**src/rtl/qfds_pkg.sv**
```systemverilog
// ============================================================================
// qfds_pkg
// Shared types for the quick-find disjoint set block: datapath operations
// and the command and status bundles between controller and datapath.
// ============================================================================
`timescale 1ns / 1ps

package qfds_pkg;

    typedef enum logic [3:0] {
        OP_NONE,
        OP_INIT,
        OP_LOAD,
        OP_RD_A,
        OP_RD_B,
        OP_CMP,
        OP_CNT_B,
        OP_DECIDE,
        OP_SCAN,
        OP_WR_KEEP,
        OP_WR_GONE,
        OP_OUT
    } dp_op_t;

    typedef struct packed {
        dp_op_t op;
    } dp_cmd_t;

    typedef struct packed {
        logic range_bad;
        logic is_query;
        logic same_group;
        logic idx_last;
        logic out_free;
    } dp_status_t;

endpackage

```
**src/rtl/qfds_ctrl.sv**
```systemverilog
// ============================================================================
// qfds_ctrl
// Controller: clearing pass after reset, then per-transaction sequencing of
// label reads, size lookup, relabel scan and size update.
// ============================================================================
`timescale 1ns / 1ps

module qfds_ctrl (
    input  logic                 aclk,
    input  logic                 aresetn,
    input  logic                 s_valid,
    output logic                 s_ready,
    output qfds_pkg::dp_cmd_t    cmd,
    input  qfds_pkg::dp_status_t status
);

    typedef enum logic [3:0] {
        ST_INIT,
        ST_IDLE,
        ST_RD_A,
        ST_RD_B,
        ST_CMP,
        ST_CNT_B,
        ST_DECIDE,
        ST_SCAN,
        ST_DRAIN,
        ST_WR_KEEP,
        ST_WR_GONE,
        ST_DONE
    } state_t;

    state_t state_reg;
    state_t state_next;

    always_comb begin
        state_next = state_reg;
        cmd.op     = qfds_pkg::OP_NONE;
        unique case (state_reg)
            ST_INIT: begin
                cmd.op = qfds_pkg::OP_INIT;
                if (status.idx_last) begin
                    state_next = ST_IDLE;
                end
            end
            ST_IDLE: begin
                if (s_valid) begin
                    cmd.op     = qfds_pkg::OP_LOAD;
                    state_next = ST_RD_A;
                end
            end
            ST_RD_A: begin
                cmd.op     = qfds_pkg::OP_RD_A;
                state_next = status.range_bad ? ST_DONE : ST_RD_B;
            end
            ST_RD_B: begin
                cmd.op     = qfds_pkg::OP_RD_B;
                state_next = ST_CMP;
            end
            ST_CMP: begin
                cmd.op = qfds_pkg::OP_CMP;
                if (status.is_query || status.same_group) begin
                    state_next = ST_DONE;
                end else begin
                    state_next = ST_CNT_B;
                end
            end
            ST_CNT_B: begin
                cmd.op     = qfds_pkg::OP_CNT_B;
                state_next = ST_DECIDE;
            end
            ST_DECIDE: begin
                cmd.op     = qfds_pkg::OP_DECIDE;
                state_next = ST_SCAN;
            end
            ST_SCAN: begin
                cmd.op = qfds_pkg::OP_SCAN;
                if (status.idx_last) begin
                    state_next = ST_DRAIN;
                end
            end
            ST_DRAIN: begin
                state_next = ST_WR_KEEP;
            end
            ST_WR_KEEP: begin
                cmd.op     = qfds_pkg::OP_WR_KEEP;
                state_next = ST_WR_GONE;
            end
            ST_WR_GONE: begin
                cmd.op     = qfds_pkg::OP_WR_GONE;
                state_next = ST_DONE;
            end
            ST_DONE: begin
                if (status.out_free) begin
                    cmd.op     = qfds_pkg::OP_OUT;
                    state_next = ST_IDLE;
                end
            end
            default: state_next = ST_INIT;
        endcase
    end

    always_ff @(posedge aclk) begin
        if (!aresetn) begin
            state_reg <= ST_INIT;
        end else begin
            state_reg <= state_next;
        end
    end

    assign s_ready = (state_reg == ST_IDLE);

endmodule

```
**config.mk**
```make
export PLATFORM = sky130hd
export DESIGN_NAME = qfds_ctrl
export DESIGN_NICKNAME = d
export VERILOG_FILES = /design/src/rtl/qfds_pkg.sv /design/src/rtl/qfds_ctrl.sv
export SDC_FILE = /design/constraint.sdc
export NUM_CORES = 1
export LEC_CHECK = 0
export BUFFER_PORTS_ARGS = -buffer_cell sky130_fd_sc_hd__buf_2
export CAP_MARGIN = 5
export CORE_AREA = 4 4 41 43
export CTS_CLUSTER_SIZE = 24
export DETAILED_ROUTE_END_ITERATION = 16
export DIE_AREA = 0 0 45 47
export GPL_ROUTABILITY_DRIVEN = 0
export PLACE_DENSITY = 0.61
export SLEW_MARGIN = 15
export SYNTH_ARGS = -nofsm -noshare
export SYNTH_HDL_FRONTEND = slang
export SYNTH_SLANG_ARGS = --single-unit
```
**constraint.sdc**
```tcl
create_clock -name aclk -period 2 [get_ports aclk]
set_input_delay 0.2 -clock aclk [delete_from_list [all_inputs] [get_ports aclk]]
set_output_delay 0.2 -clock aclk [all_outputs]
set_load 0.02 [all_outputs]
```
== Word level (Yosys, flattened, before mapping) ==
Cells that the tools add are included.

* Eq/ne operators: 15
* Muxes and demuxes: 10
* Reductions and logical operators: 3

{| class="wikitable"
|+ Operator list
! cell !! count
|-
| $pmux 4 s12 || 1
|-
| $pmux 4 s11 || 1
|-
| $mux 4 || 7
|-
| $eq 4x3->1 const B || 4
|-
| $eq 4x4->1 const B || 4
|-
| $eq 4x2->1 const B || 2
|-
| $ne 2x2->1 const B || 4
|-
| $eq 4x1->1 const B || 1
|-
| $logic_not 4->1 || 1
|-
| $reduce_and 4->1 || 1
|-
| $mux 2 || 1
|-
| $logic_or 1x1->1 || 1
|}

* Register bits: 4
* Input bits: 8
* Output and inout bits: 5
* Logic and storage cells: 29

== Logic depth before layout (Yosys ltp) ==
Gate-level depths: netlist of the first run.

* Depth after elaboration: 3
* Mapped depth: 5

== Worst setup path after synthesis of the first run ==
Ideal clock, no wire load.

* Path kind: flip-flop to output port
* Start: reg state_reg[0]
* End: out cmd[3] (netlist bit)
* Arrival: 1212 ps
* Data required time: 1800 ps
* Slack: 588 ps
* Stages on the path, launching flop included: 5
* Buffers on the path: 2
* Cell sequence: dfxtp_1 > buf_4 > clkbuf_1 > nand3_1 > o2bb2ai_1

{| class="wikitable"
|+ RTL lines
! element !! line !! source
|-
| start: declaration || qfds_ctrl.sv:32 || <nowiki>state_t state_reg;</nowiki>
|-
| start signal: assignment || qfds_ctrl.sv:106 || <nowiki>state_reg <= state_next;</nowiki>
|-
| end: declaration || qfds_ctrl.sv:13 || <nowiki>output qfds_pkg::dp_cmd_t cmd,</nowiki>
|}

==> results of run 1 <==
==> routing by layer <==
metal | vias to the layer above | part of all wire, % | global-route usage (%)
li1 | 257 | - | -
met1 | 219 | 50 | 13.6
met2 | 9 | 46 | 20.3
met3 | 0 | 4.1 | 6.51
met4 | 0 | 0 | 1.75
met5 | - | 0 | 0
==> layout by cell type (no fill, tap or decap), types with 3 or more instances in the layout <==
cell	count
a211oi_1	3
a21oi_1	6
buf_2	12
clkbuf_4	3
dfxtp_1	4
nand2_1	10
nor2_1	4
o21ai_0	4
==> final cells by class <==
type | instances | area [sq um]
Fill cell | 149 | 783
Multi-Input combinational cell | 50 | 314
Tap cell | 15 | 18.8
Inverter | 2 | 7.51
Sequential cell | 4 | 80.1
Clock buffer | 3 | 22.5
Timing Repair Buffer | 14 | 75.1
==> power by group <==
group | total [mW] | leakage (nW) | internal [mW] | switching (mW)
clock network | 0.101 | 0.0138 | 0.0672 | 0.0335
logic | 0.145 | 0.160 | 0.0676 | 0.0777
registers | 0.117 | 0.0327 | 0.0887 | 0.0284
total | 0.363 | 0.206 | 0.223 | 0.140
==> critical path: cells and delay by family, from the launching register on <==
kind	cells	cell delay, ns
and+or+nand+nor	1	0.11
AOI/OAI and AO/OA	3	0.34
buffers and inverters	1	0.19
DFF	1	0.70
==> cell families (layout without fill, tap and decap cells) <==
| kind of cell | count (synthesis) | in the layout | share of synthesized area [%] |
|---|---|---|---|
| XOR/XNOR | 1 | 1 | 2.00 |
| AO/OA/AOI/OAI | 23 | 23 | 37.7 |
| AND/OR/NAND/NOR | 25 | 25 | 28.6 |
| buffers and inverters | 8 | 19 | 10.0 |
| multiplexers | 1 | 1 | 3.43 |
| flip-flops | 4 | 4 | 18.3 |
==> path summary, 6_finish.rpt <==
| kind | cells past startpoint | to | slack, ns |
|---|---|---|---|
| worst max-delay path | 5 | cmd[1] | 0.24 |
| worst min-delay path | 2 | state_reg[1]$_SDFFE_PN0P_ | 0.24 |
| worst max register to register | 4 | state_reg[0]$_SDFFE_PN0P_ | 0.43 |
| worst min register to register | 2 | state_reg[2]$_SDFFE_PN0P_ | 0.58 |
==> per-stage QoR <==
stage | hold slack (ns) | setup slack, ns
2_1_floorplan | 0.318 | 0.588
3_3_place_gp | 0.472 | 0.455
3_5_place_dp | 0.472 | 0.442
4_1_cts | 0.228 | 0.250
5_1_grt | 0.224 | 0.0729
6_report | 0.244 | 0.240
==> metrics.md, run 1 <==
| Metric | Value |
|---|---|
| Synth Area per Inst | `slightly above 7 sq um` |
| Top-area cell type share of the netlist area | `18.3%` |
| Global route overflow | `0` |
| Final Slew Violations | `0` |
| Largest cells by area after synthesis | `dfxtp_1 (18%), nand2_1 (8.6%), a21oi_1 (6.9%)` |
| CTS Buf Count | `3` |
| Dominant cell type by area after synthesis | `dfxtp_1` |
| Pleak | `0.206 nW` |
| Vias in the first global route | `~450` |
| # rows | `13` |
| Worst Tran Pin Value | `slightly above 0.6 ns` |
| Area grow syn2layout | `18.3%` |
| DR vias | `485` |
| Pwr dens | `approximately 700 nW/um^2` |
| # hold bufs at CTS | `0` |
| Core box area | `about 1300 sq um` |
| Post-CTS Setup Inserts | `0` |
| Startpoint Class | `register` |
| Nets@finish | `83` |
| Kind of end point of the critical path | `output port` |
| Dpl hpwl | `795 um` |
| WL final | `1.08 mm` |
| Final hold vios | `0` |
| Min-delay src | `aresetn` |
| Worst-path clk slew | `approximately 0.040 ns` |
| CP max-delay cell | `dfxtp_1` |
| Die H | `between 40 and 50 um` |
| Routed WL per cell | `12.3 um` |
| Htree depth | `1` |
| Seq/Total Area, Yosys | `18.3%` |
| Tot Pwr | `0.363 mW` |
| Fin Setup TNS | `0 ns` |
| Fin crit share | `between 80% and 90%` |
| Worst Hold Class | `input port to register` |
| Min cycle time layout | `1.76 ns` |
| Crit-path max cell delay | `roughly 0.7 ns` |
| Global-route wire length before repair | `about 1.9 mm` |
| Clock Latency Late Sink | `between 0.2 and 0.25 ns` |
| Initial detailed-routing violation count | `12` |
| Die ar. | `roughly 2100 sq um` |
| Yosys reg bits | `4` |
| EDFF count, synth | `0` |
| Vias/cell | `approximately 5.5` |
| DRC Markers | `0` |
| Status | `finished, final reports clean` |
| Dpl cells | `between 80 and 90` |
| CP arrival | `~1.6 ns` |
| Initial antenna violation count | `0` |
| Rel. slew slack | `around three fifths` |
| Synth unique cells | `31` |
| Crit path from | `state_reg[3]$_SDFFE_PN0P_` |
| Most used cell, CP | `o21ai_0` |
| Commonest cells post-synth | `nand2_1 (10), a21oi_1 (6), dfxtp_1 (4), nor2_1 (4), o21ai_0 (4)` |
| CP Cell Sequence | `nand2_1 -> a21oi_1 -> o21ai_0 -> o21ai_0 -> buf_2` |
| Starting density of the core | `33.7%` |
| Placed Instance Area | `495 sq um` |
| IO buf count | `12` |
| Max reg flops | `4` |
| Fmax | `568 MHz` |
| Worst VDD drop | `roughly 340 uV` |
| Number of diodes | `0` |
| Final Util | `between 30% and 40%` |
| Ports | `13` |
| Clock skew | `~0.0010 ns` |
| Crit path kind | `register to output port` |
| Design area | `between 500 and 600 sq um` |
| Count leader, synth | `nand2_1` |
| CTS max path bufs | `2` |
| Drt pass-1 iters | `3` |
| Clock Sinks | `4` |
| DIE WIDTH | `~45 um` |
| Resized Gates After CTS | `0` |
| Crit path required time | `roughly 1.8 ns` |
| Final setup violation count | `0` |
| YS warnings | `0` |
| Post-synth ARST share | `0%` |
| Top FF cell, synth | `dfxtp_1` |
| Worst Path Max Fanout | `19` |
| Post-Syn Nets | `70` |
| MaxCap Viol Count | `0` |
| Largest net degree at the start of global routing | `20` |
| Post-Syn Area | `about 440 sq um` |
| CTS tree | `yes` |
| Finished Layout Cells | `88` |
| Final antenna-violating net count | `0` |
| Share of layout cells above drive strength 1 | `roughly 30%` |
| Unrepaired setup endpoints after global routing | `false` |
| Total GRT Usage | `between 10% and 20%` |
| Worst r2r src | `state_reg[3]$_SDFFE_PN0P_` |
| Root buf cell | `clkbuf_4` |
| Post-synthesis cell count | `62` |
No activity file was read; power rests on OpenSTA's default activity.
==> run 2: changes to the inputs <==
==> constraint.sdc (replaced) <==
create_clock -name aclk -period 2 [get_ports aclk]
set_input_delay 0 -clock aclk [delete_from_list [all_inputs] [get_ports aclk]]
set_output_delay 0 -clock aclk [all_outputs]
set_load 0.02 [all_outputs]
==> metrics.md, run 2 (synthesized netlist as in run 1, its figures left out) <==
| Metric | Value |
|---|---|
| Hold Crit Depth | `2 (unchanged)` |
| MaxCap Viol Count | `0 (unchanged)` |
| Final Slew Violations | `0 (unchanged)` |
| CP Depth | `5 (unchanged)` |
| Clock share of power | `27.9% (+0.2 points)` |
| Vias in the first global route | `428 (-4.5%)` |
| Seq. cell area | `80.1 sq um (unchanged)` |
| Root buf cell | `clkbuf_4` |
| Fin Setup TNS | `0 ns (unchanged)` |
| DRC Markers | `0 (unchanged)` |
| Resized Gates After CTS | `0 (unchanged)` |
| Area grow syn2layout | `18.3% (unchanged)` |
| Met3 Use GR | `4.98% (-1.5 points)` |
| CP Cell Sequence | `clkinv_1 -> nand2_1 -> o22ai_1 -> o2bb2ai_1 -> buf_2` |
| Fmax | `581 MHz (+2.3%)` |
| Final antenna-violating net count | `0 (unchanged)` |
| GR Util met1 | `17.1% (+3.4 points)` |
| Crit path required time | `2.00 ns (+0.20 ns)` |
| Drt pass-1 iters | `4 (+1)` |
| Worst VDD drop | `272 uV (-19%)` |
| CTS Buf Count | `3 (unchanged)` |
| # rows | `13 (unchanged)` |
| Worst Path Max Fanout | `14 (-5)` |
| Share of layout cells above drive strength 1 | `30.1% (unchanged)` |
| Status | `finished, final reports clean` |
| Sw Pwr | `0.143 mW (+2.6%)` |
| Pleak | `0.206 nW (about the same)` |
| Crit-path max cell delay | `0.61 ns (-0.09 ns)` |
| Rel. slew slack | `67.6% (+8.1 points)` |
| Min-delay src | `aresetn` |
| Core box area | `1300 sq um (unchanged)` |
| Fin crit share | `86.0% (-1.9 points)` |
| Final Util | `39.8% (unchanged)` |
| Routed WL per cell | `12.6 um (+2.6%)` |
| Global route overflow | `0 (unchanged)` |
| Switching share of power | `39.0% (+0.56 points)` |
| Post-CTS Setup Inserts | `0 (unchanged)` |
| FF-to-FF path depth | `4 (unchanged)` |
| CP max-delay cell | `dfxtp_1` |
| Min cycle time layout | `1.72 ns (-0.0389 ns)` |
| CTS tree | `yes` |
| Clock Sinks | `4 (unchanged)` |
| Ports | `13 (unchanged)` |
| Final setup violation count | `0 (unchanged)` |
| Area of the multi-input gates | `314 sq um (unchanged)` |
| Most common cell after layout, fill and taps aside | `buf_2` |
| Clock skew | `0.000155 ns (-0.000887 ns)` |
| Die H | `47 um (unchanged)` |
| Crit path kind | `register to output port` |
| CTS max path bufs | `2 (unchanged)` |
| Kind of end point of the critical path | `output port` |
| Crit path from | `state_reg[2]$_SDFFE_PN0P_` |
| WL final | `1.11 mm (+2.6%)` |
| Worst-path clk slew | `0.04 ns (about the same)` |
| Dpl hpwl | `840 um (+5.7%)` |
| Largest net degree at the start of global routing | `15 (-25%)` |
| Die ar. | `2120 sq um (unchanged)` |
| Clock Latency Late Sink | `0.24 ns (about the same)` |
| Pint | `0.224 mW (+0.17%)` |
| Initial antenna violation count | `0 (unchanged)` |
| Hold slack | `0.0383 ns (-0.205 ns)` |
| Vias/cell | `5.57 (+1.0%)` |
| Pwr dens | `709 nW/um^2 (+1.1%)` |
| Nets@finish | `83 (unchanged)` |
| DIE WIDTH | `45 um (unchanged)` |
| Comb power frac | `40.5% (+0.5 points)` |
| DR vias | `490 (+1.0%)` |
| Worst r2r src | `state_reg[2]$_SDFFE_PN0P_` |
| Initial detailed-routing violation count | `3 (-9)` |
| IO buf count | `12 (unchanged)` |
| Fillers | `155 (+4.0%)` |
| Most Crowded Layer GR | `met1` |
| Seq pwr share | `31.6% (-0.7 points)` |
| Startpoint Class | `register` |
| CP arrival | `1.72 ns (+0.16 ns)` |
| Global-route wire length before repair | `1.89 mm (+1.4%)` |
| Final hold vios | `0 (unchanged)` |
| Total GRT Usage | `12.4% (+0.40 points)` |
| Number of diodes | `0 (unchanged)` |
| Worst Hold Class | `input port to register` |
| Bufs and invs on worst path | `2 (+1)` |
| Unrepaired setup endpoints after global routing | `false` |
| Most frequent cells in the layout | `buf_2 (12), nand2_1 (10), a21oi_1 (6)` |
| Worst Tran Pin Value | `0.485 ns (-0.122 ns)` |
| Htree depth | `1 (unchanged)` |
| Met2 Use GR | `16.7% (-3.7 points)` |
| Max reg flops | `4 (unchanged)` |
| Starting density of the core | `33.7% (unchanged)` |
| # hold bufs at CTS | `0 (unchanged)` |
| Top delay family on crit path | `flip-flops` |
run 2: cell counts in the layout (fill, tap and decap cells not counted):
No cell type changed its count.
run 2: layout make-up:
| type | count | area share (%) |
|---|---|---|
| clock buffers | 3 | 4.35 |
| inverters | 2 | 1.45 |
| multi-input cells | 50 | 60.6 |
| flip-flops and latches | 4 | 15.5 |
| well taps | 15 | 3.62 |
| repair buffers | 14 | 14.5 |
run 2: per-stage QoR:
step	instances	cell area [sq um]	setup WS [ns]	total power, mW
3_5_place_dp	85	495	0.469	0.265
4_1_cts	88	518	0.254	0.371
2_1_floorplan	62	438	0.691	0.227
5_1_grt	88	518	0.0899	0.394
6_report	88	518	0.279	0.367
3_3_place_gp	85	495	0.497	0.265
run 2: worst paths after layout:
| check | end | slack (ns) |
|---|---|---|
| worst max-delay path | cmd[3] | 0.28 |
| worst min register to register | state_reg[3]$_SDFFE_PN0P_ | 0.70 |
| worst min-delay path | state_reg[1]$_SDFFE_PN0P_ | 0.04 |
| worst max register to register | state_reg[1]$_SDFFE_PN0P_ | 0.45 |
run 2: power groups by stage:
stage	clock [mW]	combinational (mW)	sequential, mW
after global routing	0.109	0.166	0.119
final	0.102	0.149	0.116
after CTS	0.107	0.150	0.115
after global placement	0	0.148	0.116
after floorplan	0	0.132	0.0945
after detailed placement	0	0.149	0.116
run 2: routing by layer:
layer  share of wire, %  wire length [um]
met1                 50               559
met2                 42               468
met5                  0                 0
met3                5.9                66
met4                1.5                17
